<file path="config.mk">
export PLATFORM = sky130hd
export DESIGN_NAME = integer_divide_remainder
export DESIGN_NICKNAME = d
export VERILOG_FILES = /design/src/design/idr_pkg.sv /design/src/design/idr_core.sv /design/src/design/integer_divide_remainder.sv
export SDC_FILE = /design/constraint.sdc
export NUM_CORES = 1
export LEC_CHECK = 0
export BUFFER_PORTS_ARGS = -buffer_cell sky130_fd_sc_hd__buf_2
export CELL_PAD_IN_SITES_DETAIL_PLACEMENT = 0
export CELL_PAD_IN_SITES_GLOBAL_PLACEMENT = 2
export CORE_ASPECT_RATIO = 0.8
export CORE_UTILIZATION = 25
export DETAILED_ROUTE_END_ITERATION = 8
export PLACE_DENSITY = 0.68
export SLEW_MARGIN = 20
export SYNTH_ARGS = -nofsm -noshare
export SYNTH_HDL_FRONTEND = slang
export SYNTH_HIERARCHICAL = 1
export SYNTH_SLANG_ARGS = --single-unit
</file>
<file path="constraint.sdc">
create_clock -name aclk -period 4.96 [get_ports aclk]
set_input_delay 0.992 -clock aclk [delete_from_list [all_inputs] [get_ports aclk]]
set_output_delay 0.992 -clock aclk [all_outputs]
set_load 0.005 [all_outputs]
</file>
<file path="src/design/idr_pkg.sv">
`timescale 1ns / 1ps

package idr_pkg;

    localparam int DataWidth = 32;
    localparam int CntWidth  = $clog2(DataWidth);

    typedef struct packed {
        logic [DataWidth-1:0] dividend;
        logic [DataWidth-1:0] divisor;
        logic                 func;
    } in_t;

    typedef struct packed {
        logic [DataWidth-1:0] quotient;
        logic [DataWidth-1:0] remainder;
        logic                 divide_by_zero;
    } out_t;

    typedef struct packed {
        logic busy;
        logic last;
    } core_stat_t;

    localparam logic FuncUnsigned = 1'b0;
    localparam logic FuncSigned   = 1'b1;

    function automatic logic [DataWidth-1:0] cond_negate(
        input logic [DataWidth-1:0] value,
        input logic                 negate
    );
        return negate ? (~value + DataWidth'(1)) : value;
    endfunction

endpackage

</file>
<file path="src/design/idr_core.sv">
`timescale 1ns / 1ps

module idr_core (
    input  logic                            aclk,
    input  logic                            aresetn,
    input  logic                            start,
    input  logic [idr_pkg::DataWidth-1:0]   dividend_mag,
    input  logic [idr_pkg::DataWidth-1:0]   divisor_mag,
    output idr_pkg::core_stat_t             stat,
    output logic [idr_pkg::DataWidth-1:0]   quotient_mag,
    output logic [idr_pkg::DataWidth-1:0]   remainder_mag
);

    localparam int W = idr_pkg::DataWidth;
    localparam int C = idr_pkg::CntWidth;

    logic [W-1:0] rem_reg, rem_next;
    logic [W-1:0] quo_reg, quo_next;
    logic [W-1:0] dvs_reg, dvs_next;
    logic [C-1:0] cnt_reg, cnt_next;
    logic         busy_reg, busy_next;
    logic [W:0]   rem_shift;
    logic [W:0]   diff;

    always_comb begin
        rem_shift = {rem_reg, quo_reg[W-1]};
        diff      = rem_shift - {1'b0, dvs_reg};
        rem_next  = rem_reg;
        quo_next  = quo_reg;
        dvs_next  = dvs_reg;
        cnt_next  = cnt_reg;
        busy_next = busy_reg;
        if (start) begin
            rem_next  = '0;
            quo_next  = dividend_mag;
            dvs_next  = divisor_mag;
            cnt_next  = C'(W - 1);
            busy_next = 1'b1;
        end else if (busy_reg) begin
            // restore on borrow, otherwise keep the difference
            if (diff[W]) begin
                rem_next = rem_shift[W-1:0];
                quo_next = {quo_reg[W-2:0], 1'b0};
            end else begin
                rem_next = diff[W-1:0];
                quo_next = {quo_reg[W-2:0], 1'b1};
            end
            if (cnt_reg == '0) begin
                busy_next = 1'b0;
            end else begin
                cnt_next = cnt_reg - C'(1);
            end
        end
    end

    always_ff @(posedge aclk) begin
        if (!aresetn) begin
            busy_reg <= 1'b0;
        end else begin
            busy_reg <= busy_next;
        end
    end

    always_ff @(posedge aclk) begin
        rem_reg <= rem_next;
        quo_reg <= quo_next;
        dvs_reg <= dvs_next;
        cnt_reg <= cnt_next;
    end

    assign stat.busy     = busy_reg;
    assign stat.last     = busy_reg && (cnt_reg == '0);
    assign quotient_mag  = quo_reg;
    assign remainder_mag = rem_reg;

endmodule

</file>
<file path="src/design/integer_divide_remainder.sv">
`timescale 1ns / 1ps

// 32-bit integer divider, signed (func = 1) or unsigned (func = 0), giving the
// quotient truncated toward zero and a remainder that carries the sign of the
// dividend. A zero divisor sets divide_by_zero and returns quotient 0 and the
// dividend as remainder. The operand magnitudes load into a radix-2 restoring
// shift-subtract unit at acceptance; that unit resolves one quotient bit per
// cycle, and the ST_FIX state then applies the signs as the result is written
// to the output register, waiting while that register still holds a result
// that has not been taken. The input is ready again once the result has
// entered the output register, so a new transaction can be accepted even
// while that result still waits to be taken.
module integer_divide_remainder (
    input  logic          aclk,
    input  logic          aresetn,
    input  logic          s_valid,
    output logic          s_ready,
    input  idr_pkg::in_t  s_data,
    output logic          m_valid,
    input  logic          m_ready,
    output idr_pkg::out_t m_data
);

    localparam int W = idr_pkg::DataWidth;

    typedef enum logic [1:0] {
        ST_IDLE,
        ST_DIV,
        ST_FIX
    } state_t;

    state_t              state_reg, state_next;
    logic                m_valid_reg, m_valid_next;
    idr_pkg::out_t       m_data_reg, m_data_next;

    logic [W-1:0]        dividend_reg;
    logic                n_neg_reg;
    logic                d_neg_reg;
    logic                dz_reg;

    logic                accept;
    logic                n_neg;
    logic                d_neg;
    logic [W-1:0]        dividend_mag;
    logic [W-1:0]        divisor_mag;
    idr_pkg::core_stat_t core_stat;
    logic [W-1:0]        quotient_mag;
    logic [W-1:0]        remainder_mag;
    logic                out_free;

    assign s_ready = (state_reg == ST_IDLE);
    assign accept  = s_valid && s_ready;

    assign n_neg = (s_data.func == idr_pkg::FuncSigned) && s_data.dividend[W-1];
    assign d_neg = (s_data.func == idr_pkg::FuncSigned) && s_data.divisor[W-1];
    assign dividend_mag = idr_pkg::cond_negate(s_data.dividend, n_neg);
    assign divisor_mag  = idr_pkg::cond_negate(s_data.divisor, d_neg);

    idr_core u_core (
        .aclk          (aclk),
        .aresetn       (aresetn),
        .start         (accept),
        .dividend_mag  (dividend_mag),
        .divisor_mag   (divisor_mag),
        .stat          (core_stat),
        .quotient_mag  (quotient_mag),
        .remainder_mag (remainder_mag)
    );

    always_ff @(posedge aclk) begin
        if (accept) begin
            dividend_reg <= s_data.dividend;
            n_neg_reg    <= n_neg;
            d_neg_reg    <= d_neg;
            dz_reg       <= (s_data.divisor == '0);
        end
    end

    assign out_free = !m_valid_reg || m_ready;

    always_comb begin
        state_next   = state_reg;
        m_valid_next = m_valid_reg;
        m_data_next  = m_data_reg;
        if (m_valid_reg && m_ready) begin
            m_valid_next = 1'b0;
        end
        case (state_reg)
            ST_IDLE: begin
                if (accept) begin
                    state_next = ST_DIV;
                end
            end
            ST_DIV: begin
                if (core_stat.last) begin
                    state_next = ST_FIX;
                end
            end
            ST_FIX: begin
                // hold until the output register is free
                if (out_free) begin
                    m_valid_next = 1'b1;
                    if (dz_reg) begin
                        m_data_next.quotient       = '0;
                        m_data_next.remainder      = dividend_reg;
                        m_data_next.divide_by_zero = 1'b1;
                    end else begin
                        m_data_next.quotient =
                            idr_pkg::cond_negate(quotient_mag, n_neg_reg ^ d_neg_reg);
                        m_data_next.remainder =
                            idr_pkg::cond_negate(remainder_mag, n_neg_reg);
                        m_data_next.divide_by_zero = 1'b0;
                    end
                    state_next = ST_IDLE;
                end
            end
            default: begin
                state_next = ST_IDLE;
            end
        endcase
    end

    always_ff @(posedge aclk) begin
        if (!aresetn) begin
            state_reg   <= ST_IDLE;
            m_valid_reg <= 1'b0;
        end else begin
            state_reg   <= state_next;
            m_valid_reg <= m_valid_next;
        end
        m_data_reg <= m_data_next;
    end

    assign m_valid = m_valid_reg;
    assign m_data  = m_data_reg;

endmodule
</file>
Yosys cells after proc, flatten, opt, wreduce, memory -nomap -nowiden:

Index checks and enable logic that the tools add are counted.

* bits in registers: 205
* output and inout port bits: 67
* logic and storage cells: 64

* $add $sub $neg: 6
* equal/unequal tests: 5
* multiplexer cells: 19
* bitwise operators: 6
* reductions and logical operators: 14

Operator list (count)
* $mux 32: 7
* $add 32x1->32 const B: 4
* $not 32->32: 4
* $mux 33: 1
* $sub 33x32->33: 1
* $logic_not 32->1: 1
* $mux 1: 7
* $mux 2: 3
* $pmux 2 s3: 1
* $logic_and 1x1->1: 5
* $logic_not 5->1: 1
* $sub 5x1->5 const B: 1
* $ne 2x2->1 const B: 2
* $reduce_and 2->1: 2
* $reduce_and 3->1: 1
* $eq 2x1->1 const B: 1
* $eq 2x2->1 const B: 1
* $logic_not 2->1: 1
* $ne 2x1->1 const B: 1
* $reduce_bool 2->1: 1
* $logic_not 1->1: 1
* $logic_or 1x1->1: 1
* $not 1->1: 1
* $xor 1x1->1: 1

Logic depth before layout (Yosys ltp):

* word-level depth: 4
* gate-level depth with buffers: 13
* mapped depth without buffers: 12

Modules after synthesis:

Netlist, hierarchy kept.

By module, submodules not included
* integer_divide_remainder: times used 1, cells an instance 630, area an instance 6523.8 um^2
* idr_core: times used 1, cells an instance 547, area an instance 5794.3 um^2

Worst setup path before layout:

Ideal clock, no wire load.

* path type: in2reg
* start: input m_ready
* end: register m_data_reg, in the netlist m_data[0] (enable)
* arrival: 4.018 ns
* data required time: 4.464 ns
* path slack: 0.446 ns
* stages: 2
* cells stage by stage: nand2b_1 -> nor2b_1

* cells in the longest elaborated chain, start to end: 2

RTL lines
* start, declared: RTL line integer_divide_remainder.sv:20 `input logic m_ready,`
* $logic_or 1x1->1: RTL line integer_divide_remainder.sv:79 `assign out_free = !m_valid_reg || m_ready;`
* $reduce_and 2->1 (no line)
* end signal, assigned: RTL line integer_divide_remainder.sv:131 `m_data_reg <= m_data_next;`
* end, declared: RTL line integer_divide_remainder.sv:34 `idr_pkg::out_t m_data_reg, m_data_next;`

No other way between the ends.
A chain may end at the register's enable or synchronous reset.

Worst setup path in the final report:

* start: register u_core.quo_reg[31] (netlist: u_core/quotient_mag[31])
* end: register u_core.rem_reg[1] (netlist: u_core/remainder_mag[1])

* cells in the longest elaborated chain, start to end: 2

RTL lines
* start, declared: RTL line idr_core.sv:18 `logic [W-1:0] quo_reg, quo_next;`
* start signal, assigned: RTL line idr_core.sv:66 `quo_reg <= quo_next;`
* $sub 33x32->33: RTL line idr_core.sv:27 `diff = rem_shift - {1'b0, dvs_reg};`
* $mux 32: RTL line idr_core.sv:41 `if (diff[W]) begin`
* end signal, assigned: RTL line idr_core.sv:65 `rem_reg <= rem_next;`
* end, declared: RTL line idr_core.sv:17 `logic [W-1:0] rem_reg, rem_next;`

No other way between the ends.

==> run summary <==
Die X-Extent = 250 um
slowest cell delay on critical path = 490 ps
Least-Margin Pin Slew = 1020 ps
leakage = 5.47 nW
syn nets = 1283
MaxCap Viol Count = 0
CP cell instances = inv_1 > ha_1 > fa_1 > nor2b_1 > o31ai_1 > a211oi_1 > o31a_1 > a31o_2 > a311o_4 > xor2_4 > buf_4 > nor4_1 > a311o_1
Port Buffers = 135
CP arrival = 4250 ps
HP Class = flip-flop to flip-flop
DIE AREA = 0.0501 sq mm
vias in the first global route = 9310
clk sinks = 205
htree depth = 1
relative slew slack = 0.314
r2r setup slk = 1130 ps
FP Rows = 72
CP Max Fanout = 35
endpoints failing hold = 0
chip height = 200 um
outcome = finished, final reports clean
fin. max-slew vios = 0
synthesized area = 0.0123 sq mm
Post-Syn Instances = 1176
CTS tree = built
Power Density = 381 mW/mm^2
CP Data Required Time = 5370 ps
final wirelength = 34400 um
grt total ovfl = 0
CTS Buffer Depth = 3
layout cell share with drive strength beyond 1 = 0.197
antenna-violating nets left = 0
RSZ-0062 raised after global routing = false
num ports = 136
worst flop-to-flop path endpoint = u_core/remainder_mag[1]$_SDFFE_PP0P_
Core Footprint = 0.0485 sq mm
DR pass1 iterations = 5
FF-to-FF Start = u_core/quotient_mag[31]$_DFFE_PP_
Final Cycle Share = 0.773
ANT cells = 0
Final HPWL DP = 25600 um
Clk pin slew, worst setup/hold paths = 60 ps
post-CTS setup buffer count = 0
drc violations = 0
root buf cell = clkbuf_16
Final #Nets = 1410
pin count of the biggest net entering global routing = 92
WS Path Type = flip-flop to flip-flop
worst-skew pair later-pin latency = 530 ps
setup ws final = 1130 ps
pre-CTS setup slack = 1130 ps
Tmin final = 3830 ps
Peak VDD IR = 0.188 mV
Synth Area per Inst = 10.5 sq um
hold path start = u_core/cnt_reg[4]$_SDFFE_PP1P_
Setup Skew = 8.09 ps
drt wl/cell = 17.6 um
setup_tns = 0 ps
gpl congestion = 0.831
Hold Crit Endpoint = u_core/cnt_reg[4]$_SDFFE_PP1P_
startpoint types = flip-flop
max FFs per register = 65
synth warn = 6
final-report setup violation count = 0
Hold Path Depth = 2
FILL cells = 5023
P&R area growth vs syn = 17.5%
CTS resizes = 0
initial antenna violation count = 3
Starting Density = 0.254
CTS buffer count = 24
Critical-path top delay cell = buf_4
crit end category = flip-flop
cell depth of the worst flop-to-flop path = 13
DR vias/cell = 4.82
Peak Freq = 261 MHz
first-pass GRT wire length = 54700 um
GRT Total Usage = 0.138
DR vias = 9404
initial DRC count = 619
hold_buf cts = 0
==> routing by layer <==
layer | track usage | share of wire | up-vias | wire [um]
li1 | - | - | 4620 | -
met5 | 0 | 0.00052 | - | 18
met4 | 0.0300 | 0.020 | 4 | 704
met3 | 0.0235 | 0.046 | 40 | 1570
met1 | 0.201 | 0.49 | 4542 | 17000
met2 | 0.213 | 0.44 | 198 | 15100
==> cell usage in the layout, fill, tap and decap left out, types with 11 or more instances in the layout <==
master,instances
nand2_1,78
nor2_1,108
xor2_1,61
or3_1,19
dfxtp_1,41
edfxtp_1,164
nor4_1,18
nand3_1,16
o21ai_0,68
nor3_1,28
inv_1,58
mux2i_1,27
xnor2_1,79
a211oi_1,31
buf_4,12
nand2b_1,11
buf_2,135
a21oi_1,56
mux2_2,39
ha_1,37
a21o_1,11
o41ai_1,12
clkbuf_16,25
o31ai_1,24
==> power breakdown <==
group	switching (mW)	internal, mW	total (mW)
registers	0.201	2.04	2.24
clock network	0.740	1.02	1.76
logic	0.863	0.643	1.51
==> final cells by class <==
type	instances	area (sq um)	area share
clock inverter	17	138	0.00951
timing repair buffer	147	766	0.0529
multi-input combinational	867	6180	0.427
clock buffer	27	633	0.0438
inverter	58	218	0.0150
tap	629	787	0.0544
sequential	205	5750	0.397
==> worst max-delay path, delay by kind of cell, from the launching register on <==
family	cells	cell delay (ps)
AOI/OAI and AO/OA	6	1610
xor gates and xnor gates	1	140
adders and majority gates	2	630
buffers and inverters	2	560
DFF	1	450
and+or+nand+nor	2	300
==> worst max path at each step <==
stage,end,start,slack (ps)
floorplan,m_data[0]$_DFFE_PP_,m_ready,450
global placement,u_core/remainder_mag[1]$_SDFFE_PP0P_,u_core/quotient_mag[31]$_DFFE_PP_,1160
detailed placement,u_core/remainder_mag[1]$_SDFFE_PP0P_,u_core/quotient_mag[31]$_DFFE_PP_,1130
CTS,u_core/remainder_mag[1]$_SDFFE_PP0P_,u_core/quotient_mag[31]$_DFFE_PP_,1090
global route,u_core/remainder_mag[19]$_SDFFE_PP0P_,u_core/quotient_mag[31]$_DFFE_PP_,810
finish,u_core/remainder_mag[1]$_SDFFE_PP0P_,u_core/quotient_mag[31]$_DFFE_PP_,1130
==> stage by stage <==
step           utilization  hold WS [ps]  instance area [sq um]  cells  total power [mW]
5_1_grt              0.299           500                  14500   1950              5.85
3_5_place_dp         0.283           471                  13700   1906              3.79
4_1_cts              0.299           481                  14500   1950              5.59
2_1_floorplan            -           424                  12300   1176              3.35
6_report             0.299           476                  14500   1950              5.51
3_3_place_gp         0.283           461                  13700   1906              3.78
Power figures use the tool's default switching activity.
